File: src/design/i2cram_pkg.sv
`timescale 1ns / 1ps
// ----------------------------------------------------------------------------
// I2C register access master package
// Shared types, codes and constants for the bus sequencer and its top level.
// ----------------------------------------------------------------------------
package i2cram_pkg;

	// Depth of the write data buffer and the width of a slot index.
	localparam int MAX_WRITE_BYTES = 16;
	localparam int WBUF_AW         = $clog2(MAX_WRITE_BYTES);

	// Register defaults after reset.
	localparam logic [6:0] RESET_SLAVE_ADDRESS = 7'h68;
	localparam logic [7:0] RESET_ACK_TIMEOUT   = 8'd250;

	// Byte with only the most significant bit set.
	localparam logic [7:0] MSB8 = 8'h80;

	// Configuration register indexes.
	typedef enum logic [0:0] {
		CFG_SLAVE_ADDRESS = 1'b0,
		CFG_ACK_TIMEOUT   = 1'b1
	} cfg_index_t;

	// Request kinds carried on the input side.
	typedef enum logic [1:0] {
		REQ_TICK    = 2'd0,
		REQ_LOAD    = 2'd1,
		REQ_START_W = 2'd2,
		REQ_START_R = 2'd3
	} req_t;

	// Bus half-bit phases.
	typedef enum logic [3:0] {
		PH_IDLE,
		PH_RS_PREP,
		PH_ST_HIGH,
		PH_ST_LOW,
		PH_TX_LO,
		PH_TX_HI,
		PH_TXACK_LO,
		PH_TXACK_HI,
		PH_RX_LO,
		PH_RX_HI,
		PH_RXACK_LO,
		PH_RXACK_HI,
		PH_SP_LO,
		PH_SP_HI,
		PH_SP_END
	} phase_t;

	// What the byte being shifted out is.
	typedef enum logic [1:0] {
		K_ADDR_W,
		K_REG,
		K_DATA,
		K_ADDR_R
	} kind_t;

	// Sequencer state.
	typedef struct packed {
		phase_t               phase;
		logic [2:0]           bit_count;
		logic [7:0]           bytes_left;
		logic [7:0]           shift_reg;
		logic [7:0]           ack_wait;
		logic [7:0]           latched_reg;
		logic                 is_read;
		logic [WBUF_AW-1:0]   buffer_pos;
		logic                 fail_flag;
		kind_t                tx_kind;
	} seq_state_t;

	// One result item.
	typedef struct packed {
		logic       failed;
		logic       done_res;
		logic       rd_last;
		logic       rd_valid;
		logic [7:0] rd_data;
		logic       busy_res;
		logic       sda_drive;
		logic       sda_level;
		logic       scl_level;
	} result_t;

	// Fields of one input item.
	typedef struct packed {
		req_t       req_type;
		logic [7:0] reg_addr;
		logic [7:0] byte_count;
		logic       sda_in;
	} step_in_t;

	// Bus configuration seen by the sequencer.
	typedef struct packed {
		logic [6:0] slave_address;
		logic [7:0] ack_timeout_ticks;
	} bus_cfg_t;

endpackage

File: src/design/i2cram_step.sv
`timescale 1ns / 1ps
// ----------------------------------------------------------------------------
// I2C register access master sequencer step
// Computes the next sequencer state and the bus levels for one tick.
// ----------------------------------------------------------------------------
module i2cram_step import i2cram_pkg::*; (
	input  seq_state_t cur,
	input  step_in_t   req,
	input  bus_cfg_t   cfg,
	input  logic [7:0] buf_byte,
	output seq_state_t nxt,
	output result_t    res
);

	logic acked;
	logic timed_out;

	assign acked     = ~req.sda_in;
	assign timed_out = (cur.ack_wait >= cfg.ack_timeout_ticks);

	always_comb begin
		nxt = cur;
		res = '0;
		res.scl_level = 1'b1;
		res.sda_level = 1'b1;
		res.sda_drive = 1'b1;
		res.busy_res  = 1'b1;

		// A start request while idle latches the transfer and runs its first phase now.
		if ((req.req_type == REQ_START_W || req.req_type == REQ_START_R) &&
		    cur.phase == PH_IDLE) begin
			nxt.is_read     = (req.req_type == REQ_START_R);
			nxt.latched_reg = req.reg_addr;
			if (req.req_type == REQ_START_W && req.byte_count > 8'(MAX_WRITE_BYTES)) begin
				nxt.bytes_left = 8'(MAX_WRITE_BYTES);
			end else begin
				nxt.bytes_left = req.byte_count;
			end
			nxt.buffer_pos = '0;
			nxt.fail_flag  = 1'b0;
			nxt.bit_count  = '0;
			nxt.ack_wait   = '0;
			nxt.tx_kind    = K_ADDR_W;
			nxt.phase      = PH_ST_HIGH;
		end

		case (nxt.phase)
			PH_RS_PREP: begin
				res.scl_level = 1'b0;
				nxt.phase     = PH_ST_HIGH;
			end
			PH_ST_HIGH: begin
				nxt.phase = PH_ST_LOW;
			end
			PH_ST_LOW: begin
				res.sda_level = 1'b0;
				nxt.shift_reg = {cfg.slave_address, nxt.tx_kind == K_ADDR_R};
				nxt.bit_count = '0;
				nxt.phase     = PH_TX_LO;
			end
			PH_TX_LO: begin
				res.scl_level = 1'b0;
				res.sda_level = |(nxt.shift_reg & MSB8);
				nxt.phase     = PH_TX_HI;
			end
			PH_TX_HI: begin
				res.sda_level = |(nxt.shift_reg & MSB8);
				nxt.shift_reg = {nxt.shift_reg[6:0], 1'b0};
				nxt.bit_count = nxt.bit_count + 3'd1;
				nxt.phase     = (cur.bit_count == 3'd7) ? PH_TXACK_LO : PH_TX_LO;
			end
			PH_TXACK_LO: begin
				res.scl_level = 1'b0;
				res.sda_level = 1'b0;
				res.sda_drive = 1'b0;
				nxt.ack_wait  = '0;
				nxt.phase     = PH_TXACK_HI;
			end
			PH_TXACK_HI: begin
				res.sda_level = 1'b0;
				res.sda_drive = 1'b0;
				if (!acked && !timed_out) begin
					nxt.ack_wait = cur.ack_wait + 8'd1;
				end else if (!acked && (cur.tx_kind == K_ADDR_W || cur.tx_kind == K_DATA)) begin
					// Missing acknowledge on a checked byte: close with a stop.
					nxt.fail_flag = 1'b1;
					nxt.phase     = PH_SP_LO;
				end else begin
					case (cur.tx_kind)
						K_ADDR_W: begin
							nxt.shift_reg = cur.latched_reg;
							nxt.tx_kind   = K_REG;
							nxt.bit_count = '0;
							nxt.phase     = PH_TX_LO;
						end
						K_REG: begin
							if (cur.is_read) begin
								nxt.tx_kind = K_ADDR_R;
								nxt.phase   = PH_RS_PREP;
							end else if (cur.bytes_left == 8'd0) begin
								nxt.phase = PH_SP_LO;
							end else begin
								nxt.shift_reg = buf_byte;
								nxt.tx_kind   = K_DATA;
								nxt.bit_count = '0;
								nxt.phase     = PH_TX_LO;
							end
						end
						K_DATA: begin
							// Buffer byte was fetched at the following slot.
							nxt.bytes_left = cur.bytes_left - 8'd1;
							nxt.buffer_pos = cur.buffer_pos + 1'b1;
							if (nxt.bytes_left == 8'd0) begin
								nxt.phase = PH_SP_LO;
							end else begin
								nxt.shift_reg = buf_byte;
								nxt.bit_count = '0;
								nxt.phase     = PH_TX_LO;
							end
						end
						default: begin
							if (cur.bytes_left == 8'd0) begin
								nxt.phase = PH_SP_LO;
							end else begin
								nxt.shift_reg = '0;
								nxt.bit_count = '0;
								nxt.phase     = PH_RX_LO;
							end
						end
					endcase
				end
			end
			PH_RX_LO: begin
				res.scl_level = 1'b0;
				res.sda_level = 1'b0;
				res.sda_drive = 1'b0;
				nxt.phase     = PH_RX_HI;
			end
			PH_RX_HI: begin
				res.sda_level = 1'b0;
				res.sda_drive = 1'b0;
				nxt.shift_reg = {cur.shift_reg[6:0], req.sda_in};
				nxt.bit_count = cur.bit_count + 3'd1;
				if (cur.bit_count == 3'd7) begin
					res.rd_valid = 1'b1;
					res.rd_data  = nxt.shift_reg;
					res.rd_last  = (cur.bytes_left == 8'd1);
					nxt.phase    = PH_RXACK_LO;
				end else begin
					nxt.phase = PH_RX_LO;
				end
			end
			PH_RXACK_LO: begin
				// The final byte gets a NACK.
				res.scl_level = 1'b0;
				res.sda_level = (cur.bytes_left == 8'd1);
				nxt.phase     = PH_RXACK_HI;
			end
			PH_RXACK_HI: begin
				res.sda_level  = (cur.bytes_left == 8'd1);
				nxt.bytes_left = cur.bytes_left - 8'd1;
				if (nxt.bytes_left == 8'd0) begin
					nxt.phase = PH_SP_LO;
				end else begin
					nxt.shift_reg = '0;
					nxt.phase     = PH_RX_LO;
				end
			end
			PH_SP_LO: begin
				res.scl_level = 1'b0;
				res.sda_level = 1'b0;
				nxt.phase     = PH_SP_HI;
			end
			PH_SP_HI: begin
				res.sda_level = 1'b0;
				nxt.phase     = PH_SP_END;
			end
			PH_SP_END: begin
				res.done_res = 1'b1;
				res.failed   = cur.fail_flag;
				nxt.phase    = PH_IDLE;
			end
			default: begin
				res.busy_res = 1'b0;
				nxt.phase    = PH_IDLE;
			end
		endcase
	end

endmodule

File: src/design/i2c_register_access_master_top.sv
`timescale 1ns / 1ps
// A result item is registered and is valid in the cycle after its input item is taken.
// One item per cycle unless stalled; the sequencer advances one bus half-bit phase per item.
// The output register frees the input side whenever it is empty or being emptied.
// Reset (arst_n low, asynchronous) returns the sequencer to idle, clears the output valid
// and restores slave address 0x68 and acknowledge timeout 250; the write buffer is not cleared.
// ----------------------------------------------------------------------------
// I2C register access master top level
// Register-addressed burst write and read master with a stream interface per tick.
// ----------------------------------------------------------------------------
module i2c_register_access_master_top import i2cram_pkg::*; (
	input  logic        clk,
	input  logic        arst_n,
	// Configuration write port.
	input  logic        cfg_we,
	input  logic [0:0]  cfg_addr,
	input  logic [7:0]  cfg_wdata,
	// Input items.
	input  logic        s_tvalid,
	output logic        s_tready,
	// reg_addr[7:0], byte_count[15:8], wr_index[19:16], wr_byte[27:20], sda_in[28], zero fill
	input  logic [31:0] s_tdata,
	// req_type[1:0]
	input  logic [1:0]  s_tuser,
	// Result items.
	output logic        m_tvalid,
	input  logic        m_tready,
	// scl_level[0], sda_level[1], sda_drive[2], busy_res[3], rd_data[11:4], rd_valid[12],
	// done_res[13], failed[14], zero fill[15]
	output logic [15:0] m_tdata,
	// rd_last
	output logic        m_tlast
);

	logic               in_acc;
	step_in_t           step_req;
	logic [WBUF_AW-1:0] wr_index;
	logic [7:0]         wr_byte;
	logic               load_req;
	bus_cfg_t           cfg_q;
	seq_state_t         state_q;
	seq_state_t         state_nxt;
	result_t            res_nxt;
	result_t            res_q;
	logic               m_tvalid_q;
	logic [7:0]         wbuf_q [MAX_WRITE_BYTES];
	logic [WBUF_AW-1:0] rd_addr;
	logic [7:0]         buf_byte;

	// Handshake: take a new item unless a result is stalled.
	assign s_tready = ~m_tvalid_q | m_tready;
	assign in_acc   = s_tvalid & s_tready;

	// Unpack the input item.
	assign step_req.req_type   = req_t'(s_tuser);
	assign step_req.reg_addr   = s_tdata[7:0];
	assign step_req.byte_count = s_tdata[15:8];
	assign wr_index            = s_tdata[16 +: WBUF_AW];
	assign wr_byte             = s_tdata[27:20];
	assign step_req.sda_in     = s_tdata[28];
	assign load_req            = in_acc && (step_req.req_type == REQ_LOAD);

	// Configuration registers.
	always_ff @(posedge clk or negedge arst_n) begin
		if (!arst_n) begin
			cfg_q.slave_address     <= RESET_SLAVE_ADDRESS;
			cfg_q.ack_timeout_ticks <= RESET_ACK_TIMEOUT;
		end else if (cfg_we) begin
			case (cfg_index_t'(cfg_addr))
				CFG_SLAVE_ADDRESS: cfg_q.slave_address     <= cfg_wdata[6:0];
				CFG_ACK_TIMEOUT:   cfg_q.ack_timeout_ticks <= cfg_wdata;
				default:           cfg_q <= cfg_q;
			endcase
		end
	end

	// Write buffer; a data byte is fetched from the slot after the one just sent.
	always_ff @(posedge clk) begin
		if (load_req) begin
			wbuf_q[wr_index] <= wr_byte;
		end
	end

	assign rd_addr = (state_q.tx_kind == K_DATA) ? state_q.buffer_pos + 1'b1
	                                             : state_q.buffer_pos;

	// A byte loaded in this same item is seen at once.
	assign buf_byte = (load_req && wr_index == rd_addr) ? wr_byte : wbuf_q[rd_addr];

	i2cram_step u_step (
		.cur      (state_q),
		.req      (step_req),
		.cfg      (cfg_q),
		.buf_byte (buf_byte),
		.nxt      (state_nxt),
		.res      (res_nxt)
	);

	// Sequencer state advances once per accepted item.
	always_ff @(posedge clk or negedge arst_n) begin
		if (!arst_n) begin
			state_q <= '{phase: PH_IDLE, tx_kind: K_ADDR_W, default: '0};
		end else if (in_acc) begin
			state_q <= state_nxt;
		end
	end

	// Result register.
	always_ff @(posedge clk or negedge arst_n) begin
		if (!arst_n) begin
			m_tvalid_q <= 1'b0;
		end else if (in_acc) begin
			m_tvalid_q <= 1'b1;
		end else if (m_tready) begin
			m_tvalid_q <= 1'b0;
		end
	end

	always_ff @(posedge clk) begin
		if (in_acc) begin
			res_q <= res_nxt;
		end
	end

	assign m_tvalid = m_tvalid_q;
	assign m_tdata  = {1'b0, res_q.failed, res_q.done_res, res_q.rd_valid, res_q.rd_data,
	                   res_q.busy_res, res_q.sda_drive, res_q.sda_level, res_q.scl_level};
	assign m_tlast  = res_q.rd_last;

`ifndef SYNTHESIS
	// A finished stop always leaves the sequencer idle.
	a_done_to_idle: assert property (@(posedge clk) disable iff (!arst_n)
		(in_acc && res_nxt.done_res) |=> (state_q.phase == PH_IDLE))
		else $error("sequencer not idle after stop");

	// The master never drives SDA while reporting a received byte.
	a_rd_released: assert property (@(posedge clk) disable iff (!arst_n)
		(m_tvalid_q && res_q.rd_valid) |-> !res_q.sda_drive)
		else $error("SDA driven during read byte");

	// Failure is only reported together with done.
	a_fail_with_done: assert property (@(posedge clk) disable iff (!arst_n)
		(m_tvalid_q && res_q.failed) |-> res_q.done_res)
		else $error("failed without done");

	// An idle sequencer stays idle unless a start request arrives.
	a_idle_holds: assert property (@(posedge clk) disable iff (!arst_n)
		(in_acc && state_q.phase == PH_IDLE && s_tuser != REQ_START_W &&
		 s_tuser != REQ_START_R) |=> (state_q.phase == PH_IDLE))
		else $error("sequencer left idle without start");
`endif

endmodule

File: config.mk
export PLATFORM = sky130hd
export DESIGN_NAME = i2c_register_access_master_top
export DESIGN_NICKNAME = d
export VERILOG_FILES = /design/src/design/i2cram_pkg.sv /design/src/design/i2cram_step.sv /design/src/design/i2c_register_access_master_top.sv
export SDC_FILE = /design/constraint.sdc
export NUM_CORES = 1
export LEC_CHECK = 0
export ABC_AREA = 1
export BUFFER_PORTS_ARGS = -buffer_cell sky130_fd_sc_hd__buf_2
export CORE_ASPECT_RATIO = 0.8
export CORE_MARGIN = 5
export CORE_UTILIZATION = 45
export CTS_BUF_LIST = sky130_fd_sc_hd__clkbuf_8
export DETAILED_ROUTE_END_ITERATION = 6
export PLACE_DENSITY = 0.64
export RECOVER_POWER = 25
export SYNTH_ARGS = -nofsm -noshare
export SYNTH_HDL_FRONTEND = slang
export SYNTH_SLANG_ARGS = --single-unit
File: constraint.sdc
create_clock -name clk -period 2.23 [get_ports clk]
set_clock_uncertainty 0.05 [all_clocks]
set_input_delay 0.5575 -clock clk [delete_from_list [all_inputs] [get_ports clk]]
set_output_delay 0.5575 -clock clk [all_outputs]
set_load 0.02 [all_outputs]
Word-level counts from Yosys, hierarchy flattened
Memory sizes are Yosys's and may differ from the RTL's. Cells that the tools add are included.

Memories kept: 1. Output and inout bits: 19. Word-level logic and storage cells: 141. Bits in registers: 79. Bits in writable memories: 128.

Bitwise operators: 4. $lt $le $gt $ge: 2. Reduce and logical (&&, ||, !) cells: 26. Mux-type cells: 51. Equal/unequal tests: 30. Add/subtract/negate cells: 5.

Memory list: wbuf_q (depth 16, width 8, rd ports 1, clocked after Yosys merged registers in 0, wr ports 1, line i2c_register_access_master_top.sv:46) `logic [7:0] wbuf_q [MAX_WRITE_BYTES];`.

Operators by type and width (number): $mux W8 (9); $pmux W4 S13 (1); $pmux W8 S5 (1); $pmux W8 S2 (2); $eq A4 B4 Y1 const B (7); $mux W4 (7); $mux W24 (1); $pmux W8 S3 (1); $mux W23 (1); $pmux W7 S3 (1); $mux W19 (1); $eq A4 B3 Y1 const B (4); $logic_not A8 Y1 (2); $mux W15 (1); $mux W3 (5); $mux W7 (2); $reduce_or A14 Y1 (1); $pmux W3 S4 (1); $mux W2 (5); $mux W1 (9); $mux W9 (1); $ne A3 B3 Y1 const B (3); $reduce_and A9 Y1 (1); $add A8 B1 Y8 const B (1); other kinds (31) (50).

Depth between registers and ports, before layout
Depth after elaboration: 12. Depth in mapped cells: 19.

Modules after synthesis
A second synthesis with hierarchy kept.

Cell total of the unflattened synthesis: 1364. Area total of the unflattened synthesis: 11428.5 sq um.

By module, submodules not included: i2c_register_access_master_top (times used 1, area each 8898.5 sq um, cells an instance 855, seq. area each 5911.9 sq um); i2cram_step (times used 1, area each 2529.9 sq um, cells an instance 509, seq. area each 0.0 sq um).

Worst setup path after synthesis
Ideal clock, no wire load.

Path type: reg2reg. Start point: register cfg_q[3] in the netlist's numbering. End point: register state_q[25] in the netlist's numbering. Arrival: 2.014 ns. Library setup time: 0.120 ns. Path buffers: 0. Period minus slack after synthesis: 2.183 ns. Slack: 0.047 ns. Stages on the path, launching flop included: 13. Data required time: 2.060 ns. Cell sequence: dfstp_2 -> inv_1 -> ha_1 -> a21oi_1 -> o21ai_0 -> a21oi_1 -> nand3_1 -> nor2_2 -> inv_2 -> nand3_4 -> clkinv_2 -> nor2_1 -> a21oi_2.

Cells in the longest elaborated chain, start to end: 5.

Ends and longest elaborated chain: from (decl) (line i2c_register_access_master_top.sv:40) `bus_cfg_t cfg_q;`; from (signal assigned) (line i2c_register_access_master_top.sv:72) `default: cfg_q <= cfg_q;`; $ge A8 B8 Y1 (line i2cram_step.sv:19) `assign timed_out = (cur.ack_wait >= cfg.ack_timeout_ticks);`; $logic_not A1 Y1 (line i2cram_step.sv:82) `if (!acked && !timed_out) begin`; $logic_and A1 B1 Y1 (line i2cram_step.sv:82); $ne A2 B2 Y1 (no source line); $reduce_and A9 Y1 (no source line); to (signal assigned) (line i2c_register_access_master_top.sv:104) `state_q <= state_nxt;`; to (decl) (line i2c_register_access_master_top.sv:41) `seq_state_t state_q;`.

Every way passes these cells. A chain may end at the register's enable or synchronous reset.

Worst setup path in the final report
Start point: register state_q[0] in the netlist's numbering. End point: register state_q[26] in the netlist's numbering.

Cells in the longest elaborated chain, start to end: 11. Elaborated cells on any way between the ends: 23. Classes of those cells: eq/ne (8); mux (9); reduce/logical (5); memory (1).

Ends and longest elaborated chain: parallel branches: the longest is 11 deep, another holds $mem_v2 Z16 W8.

Several ways; the timed one is not identified. The select of a mux whose other input is x is not followed.

==> impl_metrics.py <==
metrics = {
    "run_status": {
        "status": "complete, but fails checks",
        "failed_checks": "negative setup slack",
    },
    "clock_tree": {
        "cts_root_buf": "clkbuf_8",
        "cts.sinks": 207,
        "clk_latency_ns": 0.53,
        "cts_tree": "built",
        "path_clk_slew_ns": 0.07,
        "htreeDepth": 2,
        "cts_buffer_depth": 3,
        "cts_buffers": 36,
    },
    "finish": {
        "n_antenna_cell": 0,
        "finalNetCount": 1365,
        "syn2layout_area_growth_pct": 24.8,
        "layout_common_cells": "284 x nand2_1, 169 x nand3_1, 144 x edfxtp_1",
        "mostFrequentLayoutCell": "nand2_1",
        "fillers": 1962,
        "fin_util_pct": 57.0,
        "layout-drive-gt1-share_pct": 23.8,
    },
    "timing": {
        "rsz0062_at_grt": "yes",
        "tightest_slew_ns": 0.801,
        "finalSetupTns_ns": -0.00389,
        "post-route-period-util_pct": 100,
        "final-hold-violation-count": 0,
        "worst_hold_slack_ns": 0.211,
        "worst_slack_ns": -0.00389,
        "period_minus_slack_ns": 2.23,
        "finalSetupViolCount": 1,
        "slew_viol_final": 0,
        "slew_headroom_pct": 46.6,
        "clock.fmax_mhz": 448,
    },
    "grt": {
        "grt_overflow_total": 0,
        "grt_pass1_wl_um": 42300,
        "grt_use_met1_pct": 31.9,
        "grt.met2_usage_pct": 28.7,
        "grt_max_degree": 64,
        "track_usage_pct": 20.2,
        "grt_pass1_vias": 8105,
        "use_met3_pct": 3.88,
        "grt_antenna_before_repair": 0,
        "grt_busiest_layer": "met1",
    },
    "drt": {
        "dr.pass1.iters": 7,
        "ant_nets": 0,
        "viasPerCell": 5.26,
        "wl_um": 27100,
        "dr.first_iter.drc_count": 865,
        "post_drt_wl_per_cell_um": 16.6,
        "dr_total_vias": 8584,
        "drcViolationCount": 0,
    },
    "synth": {
        "ys.warnings.count": 0,
        "synth_edf_count": 144,
        "syn_area_sq_um": 10300,
        "syn_nets": 1197,
        "synth_seq_cells": 207,
        "netlist_instances": 1132,
        "async_flop_share_pct": 30.4,
        "yosysUniqueCellTypes": 43,
        "ys_seq_area_share_pct": 57.5,
        "syn_avg_cell_area_sq_um": 9.09,
        "synth_flop_cell": "edfxtp_1",
    },
    "setup_path": {
        "crit_type": "register to register",
        "critPathMaxStageDelay_ns": 0.40,
        "critPathMaxFanout": 7,
        "worstPathCellList": "inv_2 > ha_4 > nand2_4 > nand3_2 > nand2_1 > nor2_1 > nand2_1 > nor2_4 > nand2_4 > buf_6 > a21boi_4 > o21ai_2 > nand2_1 > a21oi_2",
        "required_ns": 2.64,
        "worst_path_most_repeated_cell": "nand2_1",
        "crit_path_start_kind": "register",
        "end_kind": "register",
        "slowest_stage": "dfrtp_1",
        "cp.arrival_ns": 2.65,
    },
    "floorplanning": {
        "dieHeight_um": 145,
        "rows": 49,
        "core_sq_um": 22500,
        "die_w_um": 179,
        "dieArea_sq_um": 26000,
        "ioPinCount": 67,
        "initial_core_util_pct": 45.7,
    },
    "flow_run": {
        "cap_violations": 0,
    },
    "placed_design": {
        "dp_hpwl_um": 18000,
        "routabilityCongestion": 0.910,
        "preCtsSetupSlack_ns": -0.302,
        "io_buffers": 62,
    },
    "pwr": {
        "p_leak_nw": 5.45,
        "finalPower_mw": 16.0,
        "vdd_drop_max_mv": 0.630,
        "power_density_nw_per_um2": 1250,
    },
    "min_path": {
        "worstHoldPathType": "input pin to register",
    },
}
==> flip-flops by register name, summed over array words and instances (netlist names) <==
name      cells
m_tlast       1
cfg_q        15
m_tdata      15
wbuf_q      128
state_q      47
m_tvalid      1
==> final timing paths <==
check / from / to / slack (ns) / depth (start not counted)
hold reg to reg: cfg_q[2] / cfg_q[2] / 0.44 / 2
setup / recovery: state_q[0] / state_q[26] / -0.004 / 14
max in group asynchronous: arst_n / cfg_q[11] / 1.30 / 3
min in group asynchronous: arst_n / cfg_q[12] / 0.51 / 3
setup reg to reg: state_q[0] / state_q[26] / -0.004 / 14
hold / removal: cfg_wdata[5] / cfg_q[13] / 0.21 / 3
==> cells in the mapped netlist (10+ instances only) <==
cell type	count	area [sq um]
a21oi_1	31	155
buf_2	16	80.1
clkbuf_1	18	67.6
dfrtp_1	54	1350
edfxtp_1	144	4320
ha_1	17	213
inv_1	94	353
nand2_1	296	1110
nand3_1	174	871
nor2_1	104	390
o21ai_0	65	325
o22ai_1	10	62.6
==> layout make-up <==
type / count / area (sq um) / area share [%]
Sequential cell: 207 / 5910 / 46.1
Multi-Input combinational cell: 784 / 4180 / 32.6
Timing Repair Buffer: 167 / 1270 / 9.93
Clock buffer: 39 / 537 / 4.18
Inverter: 104 / 403 / 3.14
Tap cell: 306 / 383 / 2.98
Clock inverter: 25 / 145 / 1.13
==> logic make-up after synthesis <==
family	count (synthesis)	share of synthesized area, %
multiplexers	8	0.876
AND/OR/NAND/NOR	606	25.3
AO/OA/AOI/OAI	146	8.35
buffers and inverters	141	5.43
XOR/XNOR	6	0.511
adder cells (fa/ha/maj)	17	2.07
flip-flops	207	57.5
other	1	0.0365
==> stage by stage <==
stage / std cells / instance area [sq um]
global placement: 1555 / 11600
detailed placement: 1555 / 11600
global route: 1632 / 12800
floorplan: 1132 / 10300
CTS: 1621 / 12400
finish: 1632 / 12800
==> routing by layer <==
layer / share of wire [%] / up-vias
met2: 43 / 323
li1: - / 4191
met3: 8.1 / 22
met5: 0 / -
met4: 1.1 / 0
met1: 47 / 4048
==> worst max-delay path: cells and delay by family (launching register included) <==
kind / cells / cell delay [ns]
and+or+nand+nor: 8 / 0.78
AOI/OAI and AO/OA: 3 / 0.43
DFF: 1 / 0.40
adders and majority gates: 1 / 0.26
buffers and inverters: 2 / 0.22
==> where the power goes <==
group | switching, mW | total [mW] | internal [mW]
clock | 1.55 | 3.29 | 1.74
sequential | 0.426 | 5.08 | 4.65
combinational | 4.51 | 7.62 | 3.11
total | 6.49 | 16.0 | 9.50
==> repair_timing <==
item,CTS,global route
gates cloned,0,4
resized for setup,31,89
endpoints found under the setup margin,32,33
hold buffers,1,0
setup buffers,2,7
pin swaps,15,24
endpoints found under the hold margin,33,0
No activity file was read; power rests on OpenSTA's default activity.
